<file path="config.mk">
export PLATFORM = sky130hd
export DESIGN_NAME = bcd_calculator_instruction_executor
export DESIGN_NICKNAME = d
export VERILOG_FILES = /design/src/rtl/core/bce_pkg.sv /design/src/rtl/core/bcd_calculator_instruction_executor.sv
export SDC_FILE = /design/constraint.sdc
export NUM_CORES = 2
export LEC_CHECK = 0
export BUFFER_PORTS_ARGS = -buffer_cell sky130_fd_sc_hd__buf_2
export CELL_PAD_IN_SITES_DETAIL_PLACEMENT = 1
export CELL_PAD_IN_SITES_GLOBAL_PLACEMENT = 2
export CORE_UTILIZATION = 42
export CTS_CLUSTER_DIAMETER = 150
export DETAILED_ROUTE_END_ITERATION = 7
export HOLD_SLACK_MARGIN = 0.03
export PLACE_DENSITY = 0.88
export SYNTH_ARGS = -nofsm -noshare
export SYNTH_HDL_FRONTEND = slang
export SYNTH_SLANG_ARGS = --single-unit
</file>
<file path="constraint.sdc">
create_clock -name i_clk -period 15.3 [get_ports i_clk]
set_input_delay 0.765 -clock i_clk [delete_from_list [all_inputs] [get_ports i_clk]]
set_output_delay 0.765 -clock i_clk [all_outputs]
set_load 0.005 [all_outputs]
</file>
<file path="src/rtl/core/bce_pkg.sv">
`timescale 1ns / 1ps
// ----------------------------------------------------------------------------
// bce_pkg
// Types and constants shared by the BCD instruction executor.
// ----------------------------------------------------------------------------
package bce_pkg;
    localparam int DIGITS_DEF       = 14;
    localparam int STATUS_COUNT_DEF = 12;
    localparam logic [7:0] ERR_ADDR = 8'd191;

    typedef enum logic [1:0] {
        ST_IDLE,
        ST_DECODE,
        ST_ARITH,
        ST_DONE
    } t_state;

    // arithmetic op codes
    localparam logic [4:0] OP_TSTB   = 5'h00;
    localparam logic [4:0] OP_CLRB   = 5'h01;
    localparam logic [4:0] OP_CMPAC  = 5'h02;
    localparam logic [4:0] OP_TSTCZ  = 5'h03;
    localparam logic [4:0] OP_BTOC   = 5'h04;
    localparam logic [4:0] OP_NEGC0  = 5'h05;
    localparam logic [4:0] OP_CLRC   = 5'h06;
    localparam logic [4:0] OP_NEGC1  = 5'h07;
    localparam logic [4:0] OP_SHLA   = 5'h08;
    localparam logic [4:0] OP_ATOB   = 5'h09;
    localparam logic [4:0] OP_AMCC   = 5'h0A;
    localparam logic [4:0] OP_DECC   = 5'h0B;
    localparam logic [4:0] OP_CTOA   = 5'h0C;
    localparam logic [4:0] OP_TSTC   = 5'h0D;
    localparam logic [4:0] OP_APCC   = 5'h0E;
    localparam logic [4:0] OP_INCC   = 5'h0F;
    localparam logic [4:0] OP_CMPAB  = 5'h10;
    localparam logic [4:0] OP_XBC    = 5'h11;
    localparam logic [4:0] OP_SHRC   = 5'h12;
    localparam logic [4:0] OP_TSTAZ  = 5'h13;
    localparam logic [4:0] OP_SHRB   = 5'h14;
    localparam logic [4:0] OP_DBLC   = 5'h15;
    localparam logic [4:0] OP_SHRA   = 5'h16;
    localparam logic [4:0] OP_CLRA   = 5'h17;
    localparam logic [4:0] OP_AMBA   = 5'h18;
    localparam logic [4:0] OP_XAB    = 5'h19;
    localparam logic [4:0] OP_AMCA   = 5'h1A;
    localparam logic [4:0] OP_DECA   = 5'h1B;
    localparam logic [4:0] OP_APBA   = 5'h1C;
    localparam logic [4:0] OP_XAC    = 5'h1D;
    localparam logic [4:0] OP_APCA   = 5'h1E;
    localparam logic [4:0] OP_INCA   = 5'h1F;

    // unit operation selected per digit
    typedef enum logic [1:0] {
        AU_ADD,
        AU_SUB,
        AU_PASS
    } t_au_op;
endpackage

</file>
<file path="src/rtl/core/bcd_calculator_instruction_executor.sv">
`timescale 1ns / 1ps
// ----------------------------------------------------------------------------
// bcd_calculator_instruction_executor
// Executes one 10-bit instruction word of a 14-digit BCD calculator per item.
// ----------------------------------------------------------------------------
// Each accepted instruction is decoded first; arithmetic instructions then
// sweep their digit field one digit per cycle through a single shared BCD
// adder/subtractor (digit order low to high, or high to low for left
// shifts). The result is held in an output register until taken. The next
// item can be accepted as soon as a result has been loaded there; a
// finished item waits in the done state while the previous result has not
// been taken.
module bcd_calculator_instruction_executor #(
    parameter int DIGITS       = bce_pkg::DIGITS_DEF,
    parameter int STATUS_COUNT = bce_pkg::STATUS_COUNT_DEF
) (
    input  logic                  i_clk,
    input  logic                  i_rst_n,
    input  logic                  i_valid,
    output logic                  o_ready,
    input  logic [9:0]            i_instr_word,
    input  logic                  i_key_valid,
    input  logic [7:0]            i_key_value,
    output logic                  o_valid,
    input  logic                  i_ready,
    output logic [7:0]            o_next_addr,
    output logic [2:0]            o_next_bank,
    output logic                  o_error_flag,
    output logic                  o_display_on,
    output logic                  o_display_strobe,
    output logic [4*DIGITS-1:0]   o_digits_a,
    output logic [4*DIGITS-1:0]   o_digits_b
);
    import bce_pkg::*;

    localparam int DW = 4 * DIGITS;

    t_state r_state, n_state;

    logic [DW-1:0] r_a, r_b, r_c, r_d, r_e, r_f, r_m;
    logic [DW-1:0] n_a, n_b, n_c, n_d, n_e, n_f, n_m;
    logic [15:0]   r_st, n_st;
    logic [3:0]    r_p, n_p;
    logic          r_cy, n_cy, r_cyb, n_cyb;
    logic [7:0]    r_pc, n_pc, r_ret, n_ret, r_key, n_key;
    logic [2:0]    r_bank, n_bank;
    logic          r_disp, n_disp, r_pend, n_pend, r_err, n_err;
    logic [9:0]    r_iw;
    logic          r_kv;
    logic [7:0]    r_kval;
    logic [3:0]    r_idx, n_idx, r_hi, n_hi, r_lo, n_lo;
    logic [4:0]    r_op, n_op;
    logic          r_down, n_down;

    logic          r_ovalid, n_ovalid;
    logic          r_strobe, n_strobe;
    logic [DW-1:0] r_oa, n_oa, r_ob, n_ob;
    logic [7:0]    r_oaddr, n_oaddr;
    logic [2:0]    r_obank, n_obank;
    logic          r_oerr, n_oerr, r_odisp, n_odisp;

    // shared digit unit
    t_au_op        au_op;
    logic [3:0]    au_x, au_y, au_r;
    logic          au_ci, au_co;
    logic [5:0]    au_sum;

    logic [1:0] h;
    logic [7:0] l;
    logic [3:0] sidx;
    logic [2:0] sel;
    logic       acc;

    assign h    = r_iw[9:8];
    assign l    = r_iw[7:0];
    assign sidx = {h, l[7:6]};
    assign sel  = {h, l[7]};
    assign acc  = i_valid && o_ready;

    function automatic logic [3:0] dig(input logic [DW-1:0] v, input logic [3:0] i);
        dig = v[4*i +: 4];
    endfunction

    always_comb begin
        au_sum = 6'd0;
        au_r   = au_x;
        au_co  = 1'b0;
        case (au_op)
            AU_ADD: begin
                au_sum = {2'b00, au_x} + {2'b00, au_y} + {5'd0, au_ci};
                if (au_sum > 6'd9) begin
                    au_sum = au_sum - 6'd10;
                    au_co  = 1'b1;
                end
                au_r = au_sum[3:0];
            end
            AU_SUB: begin
                au_sum = {2'b00, au_x} - {2'b00, au_y} - {5'd0, au_ci};
                if (au_sum[5]) begin
                    au_sum = au_sum + 6'd10;
                    au_co  = 1'b1;
                end
                au_r = au_sum[3:0];
            end
            default: begin
                au_r  = au_x;
                au_co = au_ci;
            end
        endcase
    end

    // next state
    always_comb begin
        n_state = r_state;
        case (r_state)
            ST_IDLE:   if (acc) n_state = ST_DECODE;
            ST_DECODE: n_state = (l[1:0] == 2'b10 && n_lo <= n_hi) ? ST_ARITH : ST_DONE;
            ST_ARITH:  if ((r_down ? r_idx == r_lo : r_idx == r_hi)) n_state = ST_DONE;
            ST_DONE:   if (!r_ovalid || i_ready) n_state = ST_IDLE;
            default:   n_state = ST_IDLE;
        endcase
    end

    // datapath
    always_comb begin
        logic [3:0] da, db, dc;
        logic [3:0] k;
        n_a = r_a; n_b = r_b; n_c = r_c; n_d = r_d; n_e = r_e; n_f = r_f; n_m = r_m;
        n_st = r_st; n_p = r_p; n_cy = r_cy; n_cyb = r_cyb; n_pc = r_pc;
        n_ret = r_ret; n_key = r_key; n_bank = r_bank; n_disp = r_disp;
        n_pend = r_pend; n_err = r_err; n_idx = r_idx; n_hi = r_hi; n_lo = r_lo;
        n_op = r_op; n_down = r_down;
        n_ovalid = r_ovalid; n_strobe = r_strobe; n_oa = r_oa; n_ob = r_ob;
        n_oaddr = r_oaddr; n_obank = r_obank; n_oerr = r_oerr; n_odisp = r_odisp;
        au_op = AU_PASS; au_x = 4'd0; au_y = 4'd0; au_ci = r_cy;
        da = dig(r_a, r_idx); db = dig(r_b, r_idx); dc = dig(r_c, r_idx);
        k = 4'd0;

        if (r_ovalid && i_ready) n_ovalid = 1'b0;

        case (r_state)
            ST_DECODE: begin
                if (r_pc == ERR_ADDR && r_bank == 3'd0) n_err = 1'b1;
                n_cyb = r_cy;
                n_cy  = 1'b0;
                n_pc  = r_pc + 8'd1;
                if (r_kv) begin
                    n_err   = 1'b0;
                    n_key   = r_kval;
                    n_st[0] = 1'b1;
                end
                if (l[1:0] == 2'b01) begin
                    n_ret = n_pc;
                    n_pc  = {h, l[7:2]};
                end
                if (l[6:0] == 7'h30) n_pc = r_ret;
                if (l[6:0] == 7'h10) n_bank = {h, l[7]};
                if (l == 8'hD0) begin
                    n_pc    = n_key;
                    n_st[0] = 1'b0;
                end
                if (l[5:0] == 6'h14)
                    n_cy = (32'(sidx) < STATUS_COUNT) ? n_st[sidx] : 1'b0;
                if (l[5:0] == 6'h04 && 32'(sidx) < STATUS_COUNT) n_st[sidx] = 1'b1;
                if (l[5:0] == 6'h24 && 32'(sidx) < STATUS_COUNT) n_st[sidx] = 1'b0;
                if (l[5:0] == 6'h34) n_st = '0;
                if (l[5:0] == 6'h2C) n_cy = (r_p == sidx);
                if (l[5:0] == 6'h0C) n_p = sidx;
                if (l[5:0] == 6'h3C) n_p = r_p + 4'd1;
                if (l[5:0] == 6'h1C) n_p = r_p - 4'd1;
                if (l[5:0] == 6'h18) begin
                    if (32'(r_p) < DIGITS) n_c[4*r_p +: 4] = sidx;
                    n_p = r_p - 4'd1;
                end
                if ((l & 8'hEF) == 8'hA8 || (l & 8'hEF) == 8'h28) begin
                    case (sel)
                        3'd1: begin n_c = r_m; n_m = r_c; end
                        3'd2: begin n_f = r_e; n_e = r_d; n_d = r_c; end
                        3'd3: begin n_a = r_d; n_d = r_e; n_e = r_f; end
                        3'd5: n_c = r_m;
                        3'd6: begin n_c = r_d; n_d = r_e; n_e = r_f; n_f = r_c; end
                        3'd7: begin
                            n_a = '0; n_b = '0; n_c = '0; n_d = '0;
                            n_e = '0; n_f = '0; n_m = '0;
                        end
                        3'd0: begin n_disp = 1'b0; n_pend = 1'b0; end
                        3'd4: begin
                            n_disp = ~r_disp;
                            if (!r_disp) n_pend = 1'b1;
                        end
                        default: ;
                    endcase
                end
                if (l[1:0] == 2'b11 && !n_cyb) n_pc = {h, l[7:2]};
                n_op = {h, l[7:5]};
                case (l[4:2])
                    3'd0: begin
                        n_lo = r_p; n_hi = r_p;
                        if (32'(r_p) >= DIGITS) begin n_lo = 4'd1; n_hi = 4'd0; end
                    end
                    3'd1: begin n_lo = 4'd3; n_hi = 4'(DIGITS - 2); end
                    3'd2: begin n_lo = 4'd0; n_hi = 4'd2; end
                    3'd3: begin n_lo = 4'd0; n_hi = 4'(DIGITS - 1); end
                    3'd4: begin
                        n_lo = 4'd0;
                        n_hi = (32'(r_p) < DIGITS) ? r_p : 4'(DIGITS - 1);
                    end
                    3'd5: begin n_lo = 4'd3; n_hi = 4'(DIGITS - 1); end
                    3'd6: begin n_lo = 4'd2; n_hi = 4'd2; end
                    default: begin n_lo = 4'(DIGITS - 1); n_hi = 4'(DIGITS - 1); end
                endcase
                n_down = (n_op == OP_SHLA);
                n_idx  = n_down ? n_hi : n_lo;
                if (l[1:0] == 2'b10) begin
                    case (n_op)
                        OP_TSTCZ, OP_NEGC1, OP_DECC, OP_INCC, OP_TSTAZ, OP_DECA, OP_INCA:
                            n_cy = 1'b1;
                        default: n_cy = 1'b0;
                    endcase
                end
            end
            ST_ARITH: begin
                if (r_down) n_idx = r_idx - 4'd1;
                else        n_idx = r_idx + 4'd1;
                k = r_idx + 4'd1;
                case (r_op)
                    OP_TSTB:  if (db != 4'd0) n_cy = 1'b1;
                    OP_CLRB:  n_b[4*r_idx +: 4] = 4'd0;
                    OP_CMPAC: begin au_op = AU_SUB; au_x = da; au_y = dc; n_cy = au_co; end
                    OP_TSTCZ: if (dc != 4'd0) n_cy = 1'b0;
                    OP_BTOC:  n_c[4*r_idx +: 4] = db;
                    OP_NEGC0, OP_NEGC1: begin
                        au_op = AU_SUB; au_x = 4'd0; au_y = dc;
                        n_c[4*r_idx +: 4] = au_r; n_cy = au_co;
                    end
                    OP_CLRC:  n_c[4*r_idx +: 4] = 4'd0;
                    OP_SHLA:  n_a[4*r_idx +: 4] = (r_idx == r_lo) ? 4'd0 : dig(r_a, r_idx - 4'd1);
                    OP_ATOB:  n_b[4*r_idx +: 4] = da;
                    OP_AMCC: begin
                        au_op = AU_SUB; au_x = da; au_y = dc;
                        n_c[4*r_idx +: 4] = au_r; n_cy = au_co;
                    end
                    OP_DECC: begin
                        au_op = AU_SUB; au_x = dc; au_y = 4'd0;
                        n_c[4*r_idx +: 4] = au_r; n_cy = au_co;
                    end
                    OP_CTOA:  n_a[4*r_idx +: 4] = dc;
                    OP_TSTC:  if (dc != 4'd0) n_cy = 1'b1;
                    OP_APCC: begin
                        au_op = AU_ADD; au_x = da; au_y = dc;
                        n_c[4*r_idx +: 4] = au_r; n_cy = au_co;
                    end
                    OP_INCC: begin
                        au_op = AU_ADD; au_x = dc; au_y = 4'd0;
                        n_c[4*r_idx +: 4] = au_r; n_cy = au_co;
                    end
                    OP_CMPAB: begin au_op = AU_SUB; au_x = da; au_y = db; n_cy = au_co; end
                    OP_XBC: begin n_b[4*r_idx +: 4] = dc; n_c[4*r_idx +: 4] = db; end
                    OP_SHRC:  n_c[4*r_idx +: 4] = (r_idx == r_hi) ? 4'd0 : dig(r_c, k);
                    OP_TSTAZ: if (da != 4'd0) n_cy = 1'b0;
                    OP_SHRB:  n_b[4*r_idx +: 4] = (r_idx == r_hi) ? 4'd0 : dig(r_b, k);
                    OP_DBLC: begin
                        au_op = AU_ADD; au_x = dc; au_y = dc;
                        n_c[4*r_idx +: 4] = au_r; n_cy = au_co;
                    end
                    OP_SHRA:  n_a[4*r_idx +: 4] = (r_idx == r_hi) ? 4'd0 : dig(r_a, k);
                    OP_CLRA:  n_a[4*r_idx +: 4] = 4'd0;
                    OP_AMBA: begin
                        au_op = AU_SUB; au_x = da; au_y = db;
                        n_a[4*r_idx +: 4] = au_r; n_cy = au_co;
                    end
                    OP_XAB: begin n_a[4*r_idx +: 4] = db; n_b[4*r_idx +: 4] = da; end
                    OP_AMCA: begin
                        au_op = AU_SUB; au_x = da; au_y = dc;
                        n_a[4*r_idx +: 4] = au_r; n_cy = au_co;
                    end
                    OP_DECA: begin
                        au_op = AU_SUB; au_x = da; au_y = 4'd0;
                        n_a[4*r_idx +: 4] = au_r; n_cy = au_co;
                    end
                    OP_APBA: begin
                        au_op = AU_ADD; au_x = da; au_y = db;
                        n_a[4*r_idx +: 4] = au_r; n_cy = au_co;
                    end
                    OP_XAC: begin n_a[4*r_idx +: 4] = dc; n_c[4*r_idx +: 4] = da; end
                    OP_APCA: begin
                        au_op = AU_ADD; au_x = da; au_y = dc;
                        n_a[4*r_idx +: 4] = au_r; n_cy = au_co;
                    end
                    default: begin
                        au_op = AU_ADD; au_x = da; au_y = 4'd0;
                        n_a[4*r_idx +: 4] = au_r; n_cy = au_co;
                    end
                endcase
            end
            ST_DONE: begin
                if (!r_ovalid || i_ready) begin
                    n_ovalid = 1'b1;
                    n_strobe = 1'b0;
                    n_oa     = '0;
                    n_ob     = '0;
                    n_oaddr  = r_pc;
                    n_obank  = r_bank;
                    n_oerr   = r_err;
                    n_odisp  = r_disp;
                    if (r_disp) n_pend = 1'b1;
                    else if (r_pend) begin
                        n_strobe = 1'b1;
                        n_pend   = 1'b0;
                        n_oa     = r_a;
                        n_ob     = r_b;
                    end
                end
            end
            default: ;
        endcase
    end

    always_ff @(posedge i_clk) begin
        if (!i_rst_n) begin
            r_state <= ST_IDLE;
            r_a <= '0; r_b <= '0; r_c <= '0; r_d <= '0; r_e <= '0; r_f <= '0; r_m <= '0;
            r_st <= '0; r_p <= '0; r_cy <= 1'b0; r_cyb <= 1'b0; r_pc <= '0;
            r_ret <= '0; r_key <= '0; r_bank <= '0; r_disp <= 1'b0;
            r_pend <= 1'b0; r_err <= 1'b0; r_ovalid <= 1'b0; r_strobe <= 1'b0;
            r_oaddr <= '0; r_obank <= '0; r_oerr <= 1'b0; r_odisp <= 1'b0;
        end else begin
            r_state <= n_state;
            r_a <= n_a; r_b <= n_b; r_c <= n_c; r_d <= n_d; r_e <= n_e; r_f <= n_f;
            r_m <= n_m; r_st <= n_st; r_p <= n_p; r_cy <= n_cy; r_cyb <= n_cyb;
            r_pc <= n_pc; r_ret <= n_ret; r_key <= n_key; r_bank <= n_bank;
            r_disp <= n_disp; r_pend <= n_pend; r_err <= n_err;
            r_ovalid <= n_ovalid; r_strobe <= n_strobe;
            r_oaddr <= n_oaddr; r_obank <= n_obank; r_oerr <= n_oerr; r_odisp <= n_odisp;
        end
    end

    // payload registers
    always_ff @(posedge i_clk) begin
        if (acc) begin
            r_iw   <= i_instr_word;
            r_kv   <= i_key_valid;
            r_kval <= i_key_value;
        end
        r_idx <= n_idx; r_hi <= n_hi; r_lo <= n_lo; r_op <= n_op; r_down <= n_down;
        r_oa <= n_oa; r_ob <= n_ob;
    end

    assign o_ready          = (r_state == ST_IDLE);
    assign o_valid          = r_ovalid;
    assign o_next_addr      = r_oaddr;
    assign o_next_bank      = r_obank;
    assign o_error_flag     = r_oerr;
    assign o_display_on     = r_odisp;
    assign o_display_strobe = r_strobe;
    assign o_digits_a       = r_oa;
    assign o_digits_b       = r_ob;
endmodule

</file>
* Word-level counts from Yosys, hierarchy flattened
Index checks and enable logic that the tools add are counted.
** Operators by class
- Multiplexer cells :: 111
- Equal/unequal tests :: 93
- Shift operators :: 19
- Order comparisons :: 7
- Reduce and logical (&&, ||, !) cells :: 63
- Bitwise operators :: 5
- Add/subtract/negate cells :: 13
** Operators by type and width (number)
- bitwise mux 56 bit :: 16
- one-hot mux 56 bit (3 select lines) :: 4
- one-hot mux 56 bit (2 select lines) :: 5
- indexed part select 4 x 34 -> 56 bit :: 9
- indexed part select 56 x 7 -> 4 bit :: 7
- 2-to-1 mux 56 bit :: 6
- one-hot mux 56 bit (6 select lines) :: 1
- one-hot mux 56 bit (5 select lines) :: 1
- one-hot mux 56 bit (4 select lines) :: 1
- variable shift 4 x 34 -> 56 bit, first input constant :: 2
- equality test 5 bit, second input constant :: 18
- 2-to-1 mux 4 bit :: 19
- negation 6 -> 34 bit :: 2
- 2-to-1 mux 16 bit :: 4
- indexed part select 4 x 34 -> 56 bit, first input constant :: 1
- equality test 5 x 4 -> 1 bit, second input constant :: 11
- 2-to-1 mux 8 bit :: 5
- one-hot mux 4 bit (2 select lines) :: 4
- one-hot mux 4 bit (4 select lines) :: 2
- 2-to-1 mux 1 bit :: 29
- equality test 5 x 3 -> 1 bit, second input constant :: 5
- equality test 6 bit, second input constant :: 4
- equality test 3 bit, second input constant :: 7
- OR reduction 20 bit :: 1
- 69 further kinds :: 147
** Word-level totals
- Word-level logic and storage cells :: 345
- Output and inout port bits :: 128
- Register bits after elaboration :: 609
- Input port bits :: 23

* Longest topological paths before layout
- Depth after elaboration :: 13
- Mapped depth :: 25
- Gate-level depth less buffers :: 21

* Worst setup path before layout
No wires, ideal clock.
- Path type :: reg2reg
- From :: register r_state[0]
- To :: register r_a[31]
- Buffers on the path :: 5
- Slack :: 10.178 ns
- Data arrival time :: 5.031 ns
- Library setup time :: 0.091 ns
- Clock period less this slack :: 5.122 ns
- Stages on the path, launching flop included :: 21
- Data required time :: 15.209 ns
- Path through :: dfxtp_1 > inv_1 > ha_1 > clkbuf_1 > inv_1 > clkbuf_1 > clkbuf_1 > clkbuf_1 > buf_1 > nor2_1 > fa_1 > fa_1 > xnor2_1 > inv_1 > ha_1 > or4_1 > o211ai_1 > o211ai_1 > nor2_1 > nand3_1 > a311oi_1
** On the way
- Longest elaborated chain between the ends :: 11
- Elaborated cells on any way between the ends :: 26
- Those cells by class :: add/sub: 6; order compare: 1; eq/ne: 6; shift: 1; mux: 9; reduce/logical: 3
** RTL lines
- from (decl) :: RTL line bcd_calculator_instruction_executor.sv:38 : t_state r_state, n_state;
- from (signal assigned) :: RTL line bcd_calculator_instruction_executor.sv:328 : r_state <= n_state;
- equality test 2 bit :: RTL line bcd_calculator_instruction_executor.sv:141 : case (r_state)
- 2-to-1 mux 4 bit :: RTL line bcd_calculator_instruction_executor.sv:141
- adder 4 x 4 -> 5 bit or subtractor 4 x 4 -> 5 bit (tied branches) :: RTL line bcd_calculator_instruction_executor.sv:90, bcd_calculator_instruction_executor.sv:98
- adder 5 x 1 -> 6 bit or subtractor 5 x 2 -> 6 bit (tied branches) :: RTL line bcd_calculator_instruction_executor.sv:90, bcd_calculator_instruction_executor.sv:98
- greater-than comparator 6 x 4 -> 1 bit, or another cell as far along :: RTL line bcd_calculator_instruction_executor.sv:91 : if (au_sum > 6'd9) begin
- 2-to-1 mux 4 bit (on tied branches) :: RTL line bcd_calculator_instruction_executor.sv:91, bcd_calculator_instruction_executor.sv:99
- one-hot mux 4 bit (2 select lines) :: RTL line bcd_calculator_instruction_executor.sv:88 : case (au_op)
- indexed part select 4 x 34 -> 56 bit
- bitwise mux 56 bit
- one-hot mux 56 bit (6 select lines) :: RTL line bcd_calculator_instruction_executor.sv:226 : case (r_op)
- one-hot mux 56 bit (2 select lines) :: RTL line bcd_calculator_instruction_executor.sv:141
- to (signal assigned) :: RTL line bcd_calculator_instruction_executor.sv:329 : r_a <= n_a; r_b <= n_b; r_c <= n_c; r_d <= n_d; r_e <= n_e; r_f <= n_f;
- to (decl) :: RTL line bcd_calculator_instruction_executor.sv:40 : logic [DW-1:0] r_a, r_b, r_c, r_d, r_e, r_f, r_m;
Several ways; a longest one is shown, not always the timed one.
A chain may end at the register's enable or synchronous reset.

* Worst setup path in the final report
- From :: register r_idx[0]
- To :: register r_a[30]
** On the way
- Longest elaborated chain between the ends :: 12
- Elaborated cells on any way between the ends :: 41
- Those cells by class :: add/sub: 9; order compare: 1; eq/ne: 2; shift: 12; mux: 17
** RTL lines
- from (decl) :: RTL line bcd_calculator_instruction_executor.sv:51 : logic [3:0] r_idx, n_idx, r_hi, n_hi, r_lo, n_lo;
- from (signal assigned) :: RTL line bcd_calculator_instruction_executor.sv:345 : r_idx <= n_idx; r_hi <= n_hi; r_lo <= n_lo; r_op <= n_op; r_down <= n_down;
- indexed part select 56 x 7 -> 4 bit :: RTL line bcd_calculator_instruction_executor.sv:81 : dig = v[4*i +: 4];
- one-hot mux 4 bit (2 select lines) :: RTL line bcd_calculator_instruction_executor.sv:226
- 2-to-1 mux 4 bit :: RTL line bcd_calculator_instruction_executor.sv:141
- adder 4 x 4 -> 5 bit or subtractor 4 x 4 -> 5 bit (tied branches) :: RTL line bcd_calculator_instruction_executor.sv:90, bcd_calculator_instruction_executor.sv:98
- adder 5 x 1 -> 6 bit or subtractor 5 x 2 -> 6 bit (tied branches) :: RTL line bcd_calculator_instruction_executor.sv:90, bcd_calculator_instruction_executor.sv:98
- greater-than comparator 6 x 4 -> 1 bit, or another cell as far along :: RTL line bcd_calculator_instruction_executor.sv:91
- 2-to-1 mux 4 bit (on tied branches) :: RTL line bcd_calculator_instruction_executor.sv:91, bcd_calculator_instruction_executor.sv:99
- one-hot mux 4 bit (2 select lines) :: RTL line bcd_calculator_instruction_executor.sv:88
- indexed part select 4 x 34 -> 56 bit
- bitwise mux 56 bit
- one-hot mux 56 bit (6 select lines) (*) :: RTL line bcd_calculator_instruction_executor.sv:226
- one-hot mux 56 bit (2 select lines) (*) :: RTL line bcd_calculator_instruction_executor.sv:141
Every way passes the cells marked *; elsewhere a longest branch is shown, timed or not.

==> out/metrics.yaml <==
drive_gt1_share_pct: 12.4
n_fill_cell: 10055
met1_usage_pct: 51.4
maxSlewHeadroom_pct: 1.36
synthesis.area_sq_mm: 0.0362
start_util_pct: 42.5
cts_setup_buffers: 0
finalCritPeriodShare_pct: 47.3
use_met3_pct: 9.35
start_kind: "flop"
violations: "capacitance limit"
yosys.area.top_type: "dfxtp_1"
grt_pass1_vias: 36250
cts-root-buf: "clkbuf_16"
clk_path_buf_depth: 3
vias: 38061
r2r_slack_ns: 8.07
grt_setup_unrepaired: "false"
place.gp.congestion: 1.03
ioPinCount: 151
route.detailed.wl_per_inst_um: 31.7
post_cts_resize_count: 0
irDropWorstVdd_v: 0.000135
power.density_mw_per_mm2: 181
synth_cells: 4343
routed_wl_um: 173000
status: "finished with violations"
portBuffers: 150
worstPathMaxFanout: 60
yosysUniqueCellTypes: 95
synth_edf_count: 141
final_cell_mix: "nor2_1 (465), dfxtp_1 (464), nand2_1 (392)"
hold_path_depth: 1
dp_hpwl_um: 121000
grt_usage_pct: 38.7
finClkSkew_ns: 0.0381
die_w_um: 296
setup_viol: 0
grt_busiest_layer: "met2"
drc: 0
critPathKind: "reg2reg"
synthTopCellsByArea: "dfxtp_1 (26%), edfxtp_1 (12%), a21oi_1 (5.1%)"
synthXorXnorAreaFrac_pct: 0.809
drt_iter0_drc: 4844
max_clock_freq_mhz: 138
worst_slew_pin_slew_ns: 1.47
clock_latency_ns: 0.66
clkTransAtPathRegs_ns: 0.06
hold_path.class: "in2reg"
synth-compound-area-share_pct: 26.0
dr.pass1.iters: 6
finalNetCount: 4309
antenna_found_initial: 13
tns_ns: 0
utilization_pct: 47.1
die_y_um: 296
synth_simple_gate_area_share_pct: 21.0
syn_avg_cell_area_sq_um: 8.34
mostFrequentLayoutCell: "nor2_1"
place_area_sq_mm: 0.0376
cts_made_buffers: 73
final_max_slew_viol_count: 0
cts_tree: "built"
grt_pass1_wl_um: 251000
synth_adder_area_share_pct: 1.17
holdBufCountCts: 0
seq_area_frac_synth_pct: 37.3
grt_util_met2_pct: 57.1
worst_setup_path_end_kind: "flop"
antenna_left: 0
async_flop_share_pct: 0
grt-ovfl-total: 0
synth_ff_type: "dfxtp_1"
cp.required_ns: 15.83
post-route-cell-area_sq_mm: 0.0402
hold_violations: 0
cts.sinks: 605
grt_max_degree: 114
synth_top_area_share_pct: 25.7
syn_nets: 4398
synth.area.mux_share_pct: 8.36
p_leak_nw: 13.9
r2r_cells: 19
htree_levels: 3
ys_ff_latch: 605
synth_top_family_by_area: "compound AO/OA/AOI/OAI gates"
crit_arrival_ns: 7.76
area_growth_pct: 10.9
fp.coreArea_sq_mm: 0.0853
via_per_inst: 6.96
std_cell_rows: 107
yosys_warnings: 0
max-cap-violations: 1
finalCriticalPeriod_ns: 7.23
die_area_sq_mm: 0.0874
==> path summary, 6_finish.rpt <==
path	from	to
max	r_idx[0]	r_a[30]
min	i_instr_word[2]	r_iw[2]
max reg2reg	r_idx[0]	r_a[30]
min reg2reg	o_next_bank[0]	o_next_bank[0]
==> cell families (layout without fill, tap and decap cells) <==
family | after synthesis | after routing
AOI/OAI and AO/OA | 1397 | 1397
xor gates and xnor gates | 31 | 31
adders and majority gates | 32 | 32
buffers and inverters | 472 | 443
DFF | 605 | 605
muxes | 202 | 202
other | 0 | 9
and+or+nand+nor | 1604 | 1604
==> power by group <==
group	total [W]	leakage (nW)	internal (W)	switching, W
Clock	0.00183	1.21	0.00109	0.000746
Combinational	0.00338	7.57	0.000919	0.00246
Sequential	0.00205	5.10	0.00179	0.000260
Total	0.00727	13.9	0.00380	0.00347
==> cell type report <==
type | count | area, sq um | area share, %
clock inverter | 29 | 318 | 0.791
multi-input combinational | 3266 | 20900 | 52.2
inverter | 58 | 228 | 0.567
clock buffer | 106 | 2170 | 5.40
sequential | 605 | 13500 | 33.7
timing repair buffer | 250 | 1520 | 3.78
tap | 1144 | 1430 | 3.56
antenna | 9 | 22.5 | 0.0561
==> critical path: stages, from the launching register on <==
cell and delay, ns:
edfxtp_1 0.73, buf_4 0.76, buf_4 0.55, o31a_1 0.33, nor2_1 0.14, buf_4 0.19
a32oi_1 0.20, o21a_1 0.45, o22a_1 0.24, nor2_1 0.10, fa_1 0.44, xor2_1 0.35
a2111oi_0 0.12, a211oi_1 0.47, mux2_2 0.40, a22oi_1 0.30, buf_4 0.41, nand2b_1 0.32
a21oi_1 0.15, o311a_1 0.36
==> Yosys cell counts (12+ instances only) <==
master,n
a211oi_1,138
a31oi_1,60
nor3_1,187
o211ai_1,36
nor2b_1,31
mux4_2,79
o21a_1,14
a21oi_1,366
nor2_1,470
nand2_1,394
o21ai_0,235
o22ai_1,40
buf_1,28
o31ai_1,12
o2111ai_1,14
edfxtp_1,141
a211o_1,12
o221ai_1,39
and2_1,139
xnor2_1,22
dfxtp_1,464
mux2_2,14
a22oi_1,42
nand4_1,27
a21o_1,20
nor4_1,19
ha_1,29
buf_2,46
clkbuf_1,323
or2_2,27
o311a_1,13
nand3_1,135
mux2i_1,109
nand2b_1,35
a32oi_1,22
inv_1,56
a221oi_1,174
and3_1,78
a2111oi_0,13
or3_1,15
==> sequential cells by signal, indices dropped and copies added (netlist names), 10 cells and up <==
signal      count
r_iw           10
r_m            56
r_e            56
r_d            56
r_b            56
r_c            56
r_st           12
r_f            56
r_a            56
o_digits_a     56
o_digits_b     56
==> stage by stage <==
stage	setup WS (ns)	cells	hold WS [ns]	total power, W
2_1_floorplan	10.18	4343	0.424	0.00401
3_3_place_gp	8.40	5323	0.438	0.00524
3_5_place_dp	8.29	5323	0.444	0.00528
4_1_cts	8.23	5458	0.269	0.00711
5_1_grt	7.79	5458	0.276	0.00744
6_report	8.07	5467	0.296	0.00727
==> routing by layer <==
layer,wire (um),vias to the layer above
met2,73200,2396
li1,-,16186
met5,31,-
met4,11500,4
met3,18800,575
met1,69500,18900
Power figures use the tool's default switching activity.
